$ cat config.mk
export PLATFORM = sky130hd
export DESIGN_NAME = button_debounce_long_press
export DESIGN_NICKNAME = d
export VERILOG_FILES = /design/src/bdlp_pkg.sv /design/src/button_debounce_long_press.sv
export SDC_FILE = /design/constraint.sdc
export NUM_CORES = 1
export LEC_CHECK = 0
export BUFFER_PORTS_ARGS = -buffer_cell sky130_fd_sc_hd__buf_4
export CORE_MARGIN = 8
export CORE_UTILIZATION = 63
export CTS_CLUSTER_DIAMETER = 30
export CTS_CLUSTER_SIZE = 40
export DETAILED_ROUTE_END_ITERATION = 10
export PLACE_DENSITY = 0.85
export SLEW_MARGIN = 20
export SYNTH_ARGS = -nofsm -noshare
export SYNTH_HDL_FRONTEND = slang
export SYNTH_SLANG_ARGS = --single-unit
$ cat constraint.sdc
create_clock -name clk -period 13.2 [get_ports clk]
set_input_delay 0.66 -clock clk [delete_from_list [all_inputs] [get_ports clk]]
set_output_delay 0.66 -clock clk [all_outputs]
set_load 0.02 [all_outputs]
$ cat src/bdlp_pkg.sv
// ----------------------------------------------------------------------------
// bdlp_pkg
// shared constants and types for the button debounce / long-press block
// ----------------------------------------------------------------------------
package bdlp_pkg;

    // timestamp width used for all elapsed-time arithmetic
    localparam int TIME_BITS_DEFAULT = 32;

    // register reset values
    localparam logic [15:0] DEBOUNCE_MS_RESET   = 16'd50;
    localparam logic [31:0] LONG_PRESS_MS_RESET = 32'd0;

    // apb
    localparam int APB_ADDR_W = 3;
    localparam int APB_DATA_W = 32;

    // register map, index is paddr[2]
    typedef enum logic
    {
        REG_DEBOUNCE_MS   = 1'b0,
        REG_LONG_PRESS_MS = 1'b1
    } reg_idx_t;

    // stream word widths, fields packed from bit 0 and padded to bytes
    localparam int IN_DATA_W  = 40; // sample_time, button_level, clear_count
    localparam int OUT_DATA_W = 72; // debounced, press_event, press_total,
                                    // long_press_event, held_ms

endpackage : bdlp_pkg

$ cat src/button_debounce_long_press.sv
// ----------------------------------------------------------------------------
// button_debounce_long_press
// debounce filter with press counter and long-press detector
// ----------------------------------------------------------------------------
// Each input word carries one button sample: a wrapping millisecond timestamp,
// the raw pressed level and a flag that clears the press counter before this
// sample is counted. A four-state filter (released, pre-active, active,
// pre-release) only changes the debounced level once the raw level has held
// its new value for debounce_ms; even with debounce_ms at zero the pre state
// takes one sample. On the debounced press edge the block flags press_event,
// bumps a wrapping 32-bit press counter and arms a long-press timer; the first
// sample whose hold time reaches long_press_ms flags long_press_event once,
// with held_ms, and a debounced release disarms it. All elapsed times are
// taken modulo 2^TIME_BITS, so a timestamp running backwards looks like a very
// long interval. Throughput is one sample per clock, taken whenever the output
// register is empty or being drained in the same cycle; the whole update is one
// pass of compare and subtract logic from the state registers into the output
// register. Registers must be written over apb only while the stream is idle,
// a rule for the user that the block itself does not enforce: debounce_ms at
// 0x0 and long_press_ms at 0x4.
// ----------------------------------------------------------------------------
module button_debounce_long_press
#(
    parameter int TIME_BITS = bdlp_pkg::TIME_BITS_DEFAULT
)
(
    input  logic                             clk,
    input  logic                             rst_n,

    // apb register port
    input  logic                             psel,
    input  logic                             penable,
    input  logic                             pwrite,
    input  logic [bdlp_pkg::APB_ADDR_W-1:0]  paddr,
    input  logic [bdlp_pkg::APB_DATA_W-1:0]  pwdata,
    output logic [bdlp_pkg::APB_DATA_W-1:0]  prdata,
    output logic                             pready,

    // sample stream in
    input  logic                             s_tvalid,
    output logic                             s_tready,
    // [31:0] sample_time, [32] button_level, [33] clear_count, rest zero
    input  logic [bdlp_pkg::IN_DATA_W-1:0]   s_tdata,

    // result stream out
    output logic                             m_tvalid,
    input  logic                             m_tready,
    // [0] debounced, [1] press_event, [33:2] press_total,
    // [34] long_press_event, [66:35] held_ms, rest zero
    output logic [bdlp_pkg::OUT_DATA_W-1:0]  m_tdata
);
    import bdlp_pkg::*;

    // width wide enough to compare elapsed times against either register
    localparam int CMP_W = (TIME_BITS > 32) ? TIME_BITS : 32;

    typedef enum logic [1:0]
    {
        ST_RELEASED    = 2'd0,
        ST_PRE_ACTIVE  = 2'd1,
        ST_ACTIVE      = 2'd2,
        ST_PRE_RELEASE = 2'd3
    } filt_state_t;

    // configuration
    logic [15:0]          debounce_ms_reg;
    logic [31:0]          long_press_ms_reg;

    // filter and press tracking state
    filt_state_t          state_reg, state_next;
    logic [TIME_BITS-1:0] edge_time_reg, edge_time_next;
    logic [TIME_BITS-1:0] press_start_reg, press_start_next;
    logic                 long_armed_reg, long_armed_next;
    logic [31:0]          press_count_reg, press_count_next;

    // output register
    logic                 out_valid_reg;
    logic [OUT_DATA_W-1:0] out_data_reg, out_data_next;

    // unpacked input word
    logic [TIME_BITS-1:0] now;
    logic                 level;
    logic                 clear;

    logic [TIME_BITS-1:0] edge_elapsed;
    logic                 debounce_done;
    logic                 deb, prev_deb, press_ev;
    logic [31:0]          count_base;
    logic                 armed_tmp;
    logic [TIME_BITS-1:0] held;
    logic                 long_ev;
    logic [31:0]          hold;

    logic                 cfg_write;
    logic                 in_take;

    // ------------------------------------------------------------------
    // handshakes
    // ------------------------------------------------------------------
    assign pready    = 1'b1;
    assign cfg_write = psel & penable & pwrite & pready;

    // take a sample whenever the output register will be free
    assign s_tready  = ~out_valid_reg | m_tready;
    assign in_take   = s_tvalid & s_tready;

    assign m_tvalid  = out_valid_reg;
    assign m_tdata   = out_data_reg;

    // register readback
    always_comb
    begin
        unique case (reg_idx_t'(paddr[2]))
            REG_DEBOUNCE_MS:   prdata = {16'd0, debounce_ms_reg};
            REG_LONG_PRESS_MS: prdata = long_press_ms_reg;
            default:           prdata = '0;
        endcase
    end

    // ------------------------------------------------------------------
    // per-sample update
    // ------------------------------------------------------------------
    assign now   = TIME_BITS'(s_tdata[31:0]);
    assign level = s_tdata[32];
    assign clear = s_tdata[33];

    // elapsed time since the last raw edge, modulo the timestamp width
    assign edge_elapsed  = now - edge_time_reg;
    assign debounce_done = edge_elapsed >= TIME_BITS'(debounce_ms_reg);

    always_comb
    begin
        state_next     = state_reg;
        edge_time_next = edge_time_reg;
        unique case (state_reg)
            ST_RELEASED:
            begin
                if (level)
                begin
                    edge_time_next = now;
                    state_next     = ST_PRE_ACTIVE;
                end
            end
            ST_PRE_ACTIVE:
            begin
                if (!level)
                    state_next = ST_RELEASED;
                else if (debounce_done)
                    state_next = ST_ACTIVE;
            end
            ST_ACTIVE:
            begin
                if (!level)
                begin
                    edge_time_next = now;
                    state_next     = ST_PRE_RELEASE;
                end
            end
            ST_PRE_RELEASE:
            begin
                if (level)
                    state_next = ST_ACTIVE;
                else if (debounce_done)
                    state_next = ST_RELEASED;
            end
            default:
            begin
                state_next = ST_RELEASED;
            end
        endcase
    end

    // debounced level before and after this sample
    assign prev_deb = (state_reg == ST_ACTIVE) || (state_reg == ST_PRE_RELEASE);
    assign deb      = (state_next == ST_ACTIVE) || (state_next == ST_PRE_RELEASE);
    assign press_ev = deb & ~prev_deb;

    // clear takes effect before the press is counted
    assign count_base       = clear ? 32'd0 : press_count_reg;
    assign press_count_next = press_ev ? count_base + 32'd1 : count_base;
    assign press_start_next = press_ev ? now : press_start_reg;

    // arm on the press edge, disarm on release
    assign armed_tmp = press_ev | (deb & long_armed_reg);

    assign held    = now - press_start_next;
    assign long_ev = armed_tmp & (CMP_W'(held) >= CMP_W'(long_press_ms_reg));
    assign hold    = long_ev ? 32'(held) : 32'd0;

    assign long_armed_next = armed_tmp & ~long_ev;

    assign out_data_next = {5'd0, hold, long_ev, press_count_next, press_ev, deb};

    // ------------------------------------------------------------------
    // state, configuration and output register
    // ------------------------------------------------------------------
    always_ff @(posedge clk or negedge rst_n)
    begin
        if (!rst_n)
        begin
            debounce_ms_reg   <= DEBOUNCE_MS_RESET;
            long_press_ms_reg <= LONG_PRESS_MS_RESET;
            state_reg         <= ST_RELEASED;
            edge_time_reg     <= '0;
            press_start_reg   <= '0;
            long_armed_reg    <= 1'b0;
            press_count_reg   <= '0;
            out_valid_reg     <= 1'b0;
            out_data_reg      <= '0;
        end
        else
        begin
            if (cfg_write)
            begin
                unique case (reg_idx_t'(paddr[2]))
                    REG_DEBOUNCE_MS:   debounce_ms_reg   <= pwdata[15:0];
                    REG_LONG_PRESS_MS: long_press_ms_reg <= pwdata;
                    default:           ;
                endcase
            end

            if (in_take)
            begin
                state_reg       <= state_next;
                edge_time_reg   <= edge_time_next;
                press_start_reg <= press_start_next;
                long_armed_reg  <= long_armed_next;
                press_count_reg <= press_count_next;
                out_data_reg    <= out_data_next;
                out_valid_reg   <= 1'b1;
            end
            else if (m_tready)
            begin
                out_valid_reg <= 1'b0;
            end
        end
    end

endmodule : button_debounce_long_press

# After elaboration in Yosys (flattened, before gate mapping)
# Cells that the tools add are included.
[word_totals]
register_bits = 215
in_bits = 82
wordCells = 59
[op_classes]
add_sub_neg = 3
n_lt_le_gt_ge = 2
eq_ne = 7
muxes = 17
bitwise_logic = 13
n_reduce_logical = 8
[op_table]
columns = ["op", "n"]
rows = [
  ["two-way mux 32 bit", 6],
  ["one-hot mux 32 bit (2 select lines)", 2],
  ["subtractor 32 bit", 2],
  ["adder 32 x 1 -> 32 bit, second input constant", 1],
  [">= comparator 32 x 16 -> 1 bit", 1],
  [">= comparator 32 bit", 1],
  ["two-way mux 2 bit", 6],
  ["== test 2 bit, second input constant", 4],
  ["one-hot mux 2 bit (4 select lines)", 1],
  ["bitwise AND 1 bit", 7],
  ["!= test 2 bit, second input constant", 2],
  ["inverter 1 bit", 4],
  ["AND reduction 2 bit", 2],
  ["AND reduction 4 bit", 1],
  ["nonzero test 2 bit", 2],
  ["== test 2 x 1 -> 1 bit, second input constant", 1],
  ["logical NOT 2 bit", 1],
  ["logical OR 1 bit", 2],
  ["two-way mux 1 bit", 2],
  ["OR 1 bit", 2],
]

# Longest topological paths before layout
[depth]
depth_word = 14
mapped_depth = 47
mapped_depth_nobuf = 44

# Least setup slack after synthesis
# OpenSTA, ideal clock, no wires.
[synth_timing]
path_kind = "input -> register"
start = "input port s_tdata[0] (netlist bit)"
end = "register out_data_reg[38], in the netlist m_tdata[38]"
t_arrival_ps = 8571
required_ps = 13079
setup_slack_ps = 4508
cell_stages = 46
n_path_buf = 3
cell_sequence = "inv_1 > ha_1 > fa_1 > nand2b_1 > a21oi_1 > o21a_1 > a21o_1 > xor2_1 > ha_1 > o21ai_0 > nor2_1 > nor4_1 > o2111ai_1 > nor4_1 > o2111ai_1 > nor4b_2 > nand4_2 > nand2_1 > [... 10 more ...] > o21a_1 > o211ai_1 > a21boi_0 > mux2i_1 > nand2_1 > ha_1 > a21o_1 > a21o_1 > a21o_1 > a21oi_1 > o21bai_1 > a221o_1 > a31oi_1 > o21ai_0 > and3_1 > o211a_4 > buf_6 > a22o_1"
[synth_between]
elab_chain_len = 13
[synth_lines]
columns = ["item", "line", "text"]
rows = [
  ["start: declaration", "button_debounce_long_press.sv:43", "input logic [bdlp_pkg::IN_DATA_W-1:0] s_tdata,"],
  ["subtractor 32 bit", "button_debounce_long_press.sv:128", "assign edge_elapsed = now - edge_time_reg;"],
  [">= comparator 32 x 16 -> 1 bit", "button_debounce_long_press.sv:129", "assign debounce_done = edge_elapsed >= TIME_BITS'(debounce_ms_reg);"],
  ["two-way mux 2 bit (on tied branches)", "button_debounce_long_press.sv:163, button_debounce_long_press.sv:148", ""],
  ["two-way mux 2 bit (on tied branches)", "button_debounce_long_press.sv:161, button_debounce_long_press.sv:146", ""],
  ["one-hot mux 2 bit (4 select lines)", "button_debounce_long_press.sv:135", "unique case (state_reg)"],
  ["== test 2 bit", "button_debounce_long_press.sv:175", "assign deb = (state_next == ST_ACTIVE) || (state_next == ST_PRE_RELEASE);"],
  ["logical OR 1 bit", "button_debounce_long_press.sv:175", ""],
  ["bitwise AND 1 bit", "button_debounce_long_press.sv:176", "assign press_ev = deb & ~prev_deb;"],
  ["two-way mux 32 bit", "button_debounce_long_press.sv:181", "assign press_start_next = press_ev ? now : press_start_reg;"],
  ["subtractor 32 bit", "button_debounce_long_press.sv:186", "assign held = now - press_start_next;"],
  [">= comparator 32 bit", "button_debounce_long_press.sv:187", "assign long_ev = armed_tmp & (CMP_W'(held) >= CMP_W'(long_press_ms_reg));"],
  ["bitwise AND 1 bit", "button_debounce_long_press.sv:187", ""],
  ["two-way mux 32 bit (*)", "button_debounce_long_press.sv:188", "assign hold = long_ev ? 32'(held) : 32'd0;"],
  ["end signal: assignment", "button_debounce_long_press.sv:229", "out_data_reg <= out_data_next;"],
  ["end: declaration", "button_debounce_long_press.sv:78", "logic [OUT_DATA_W-1:0] out_data_reg, out_data_next;"],
]
# Every way passes the cells marked *; elsewhere a longest branch is shown, timed or not.
# A chain may end at the register's enable or synchronous reset.

# Worst setup path in the final report
[layout_timing]
start = "register edge_time_reg[0]"
end = "register out_data_reg[37], in the netlist m_tdata[37]"
[layout_between]
elab_chain_len = 13
[layout_lines]
columns = ["item", "line", "text"]
rows = [
  ["start: declaration", "button_debounce_long_press.sv:71", "logic [TIME_BITS-1:0] edge_time_reg, edge_time_next;"],
  ["start signal: assignment", "button_debounce_long_press.sv:225", "edge_time_reg <= edge_time_next;"],
  ["subtractor 32 bit (*)", "button_debounce_long_press.sv:128", ""],
  [">= comparator 32 x 16 -> 1 bit (*)", "button_debounce_long_press.sv:129", ""],
  ["two-way mux 2 bit (on tied branches)", "button_debounce_long_press.sv:163, button_debounce_long_press.sv:148", ""],
  ["two-way mux 2 bit (on tied branches)", "button_debounce_long_press.sv:161, button_debounce_long_press.sv:146", ""],
  ["one-hot mux 2 bit (4 select lines) (*)", "button_debounce_long_press.sv:135", ""],
  ["== test 2 bit", "button_debounce_long_press.sv:175", ""],
  ["logical OR 1 bit (*)", "button_debounce_long_press.sv:175", ""],
  ["bitwise AND 1 bit", "button_debounce_long_press.sv:176", ""],
  ["two-way mux 32 bit", "button_debounce_long_press.sv:181", ""],
  ["subtractor 32 bit", "button_debounce_long_press.sv:186", ""],
  [">= comparator 32 bit", "button_debounce_long_press.sv:187", ""],
  ["bitwise AND 1 bit", "button_debounce_long_press.sv:187", ""],
  ["two-way mux 32 bit (*)", "button_debounce_long_press.sv:188", ""],
]
# Marked as above.

==> metrics.cfg <==
[logic_synthesis]
synth_most_common_cell = dfrtp_1
ys_types = 80
syn_inst = 1373
synth_seq_cells = 183
yosys-top-cells-count = 180 x dfrtp_1, 144 x nand2_1, 111 x ha_1, 103 x inv_1, 90 x o21ai_0
synth_top_cell_by_area = dfrtp_1
syn_area_per_cell_um2 = 9.363
async_flop_share_pct = 100.0
synthDominantCellAreaShare_pct = 35.04
synth.yosys.seq_area_share_pct = 35.65
synth_warnings = 0
synth-edff-count = 0
syn_area_um2 = 12860
synth.area.top_cells = dfrtp_1 35%, ha_1 11%, mux2_2 7.2%
synth_top_flop_cell = dfrtp_1

[power_and_ir_drop]
pwr-share-comb_pct = 60.6
irDropWorstVdd_mv = 0.1335
seqPwrFrac_pct = 23.9
p_per_area_nw_per_um2 = 234.7
p_leak_nw = 6.968
switching_share_pct = 44.69
p_clk_share_pct = 15.5
p_int_mw = 1.937
power.switching_mw = 1.565

[floorplan]
die_y_um = 158.9
ios = 189
fp.coreArea_um2 = 20100
row_count = 52
dieArea_um2 = 25230
die_w_um = 158.9
initial_core_util_pct = 63.95

[worst_setup_path]
crit_path_end_kind = register
arrival_ns = 11.14
worstSetupPathType = register to register
startpoint_type = register
crit_slowest_cell = nand2_1
required_ns = 13.58
rr_startpoint = edge_time_reg[0]
cp_slowest_stage_delay_ns = 0.70
path_max_fanout = 33
critPathLaunch = edge_time_reg[0]

[clock_network]
clock-sinks = 183
ctsResizeCount = 0
clock_latency_ns = 0.45
cts_buffers = 17
clockBufferDepth = 2
cts-root-buf = clkbuf_16
cts_tree = built
cts_hold_buf = 0
h-tree-depth = 4
clkSlewWorstSetupHoldPaths_ns = 0.08
cts_post_setup_buffers_inserted = 0

[drt]
viasPerCell = 6.172
ant_nets = 0
drcViolationCount = 0
firstDrtPassIters = 5
drt_iter0_markers = 876
vias = 11140
wl_per_cell_um = 19.23
wl_um = 34690

[global_route]
grt_overflow_total = 0
antenna_found_initial = 0
grt_pass1_vias = 11040
grt_max_degree = 72
grt_pass1_wl_um = 56440
grtUsageTotal_pct = 27.09

[worst_hold_path]
hold_path_class = primary input to async pin

[final_layout]
nets = 1716
fin_area_um2 = 14920
antenna_cells = 0
drive_gt1_share_pct = 20.66
final_util_pct = 74.21
stdcell_count = 1804
largest_register_ffs = 36
synthToLayoutAreaGrowth_pct = 16.05

[placement]
dp_hpwl_um = 25800
numPortBuffers = 174
place_area_um2 = 14280
routabilityCongestion = 0.9824
dp.cells = 1771
preCtsSetupSlack_ns = 2.404

[run]
drv_cap = 0

[sta]
fin_skew_ns = 0.01682
max_slew_margin_pct = 23.09
period_needed_ns = 10.76
rsz0062_at_grt = no
hold_violations = 0
tightest_slew_ns = 1.154
setup_viol = 0
finalSetupTns_ns = 0
period_share_pct = 81.53
fmax_mhz = 92.92
slew_viol_final = 0
setup_ws_ns = 2.438

[status]
outcome = complete, no violations

[power by group through the flow]
stage | logic (mW) | registers [mW] | clock network (mW)
floorplan | 1.52 | 0.867 | 0
global placement | 2.00 | 0.833 | 0
detailed placement | 2.07 | 0.843 | 0
CTS | 2.10 | 0.835 | 0.549
global route | 2.35 | 0.858 | 0.569
finish | 2.12 | 0.837 | 0.543
[cell type report]
class                      instances  area, um2
clock buffer                      17      425.4
clock inverter                    15      196.4
sequential                       183       4583
inverter                         103      386.6
tap                              270      337.8
fill                            1457       5185
timing repair buffer             181       1375
multi-input combinational       1035       7615
[critical path, delay by kind of cell, from the launching register on]
family | cells | cell delay [ns]
AOI/OAI and AO/OA | 17 | 4.50
DFF | 1 | 0.39
xor gates and xnor gates | 2 | 0.34
adders and majority gates | 5 | 1.56
and+or+nand+nor | 14 | 3.86
[routing by layer]
| metal | vias to the layer above | GRT usage, % | share of wire [%] |
|---|---|---|---|
| met1 | 5349 | 34.52 | 42 |
| met2 | 456 | 43.94 | 47 |
| li1 | 5242 | - | - |
| met5 | - | 0 | 0 |
| met3 | 88 | 5.584 | 7.2 |
| met4 | 0 | 11.96 | 3.6 |
[kinds of logic after synthesis]
kind of cell | after synthesis | share of synthesized area, %
and+or+nand+nor | 381 | 14.68
AOI/OAI and AO/OA | 345 | 18.22
DFF | 183 | 35.65
buffers and inverters | 159 | 5.343
muxes | 120 | 10.17
adders and majority gates | 113 | 11.11
xor gates and xnor gates | 70 | 4.769
other | 2 | 0.05842
[cell usage in the layout, fill, tap and decap left out, types with 7 or more instances in the layout]
cell type / n
mux2i_1: 35
o21a_1: 17
clkbuf_16: 17
mux2_2: 82
a21oi_1: 68
nor4_1: 12
dfrtp_1: 180
xor2_1: 19
a31oi_1: 7
and3_1: 12
ha_1: 111
o211ai_1: 14
nand4_1: 18
inv_1: 103
a22o_1: 32
buf_4: 179
nand2_1: 143
nor2b_1: 18
a211oi_1: 12
nand2b_1: 9
a21o_1: 32
xnor2_1: 51
nand3_1: 33
nor2_1: 52
nor3_1: 28
o21ai_0: 90
or3_1: 9
and2_1: 19
[path summary, 6_finish.rpt]
check,to,slack (ns),cells after the start
max,m_tdata[37],2.44,38
min,debounce_ms_reg[7],0.12,1
max reg2reg,m_tdata[37],2.44,38
min reg2reg,m_tdata[1],0.49,1
max in group asynchronous,long_press_ms_reg[16],11.83,2
min in group clk,m_tvalid,0.44,2
[metrics by stage]
| step | power [mW] | hold slack, ns |
|---|---|---|
| after floorplan | 2.384 | 0.3644 |
| after global placement | 2.834 | 0.4645 |
| after detailed placement | 2.914 | 0.4830 |
| after CTS | 3.486 | 0.1340 |
| after global routing | 3.779 | 0.1457 |
| final | 3.501 | 0.1222 |
Note: power is estimated with default switching activity, not from simulation.
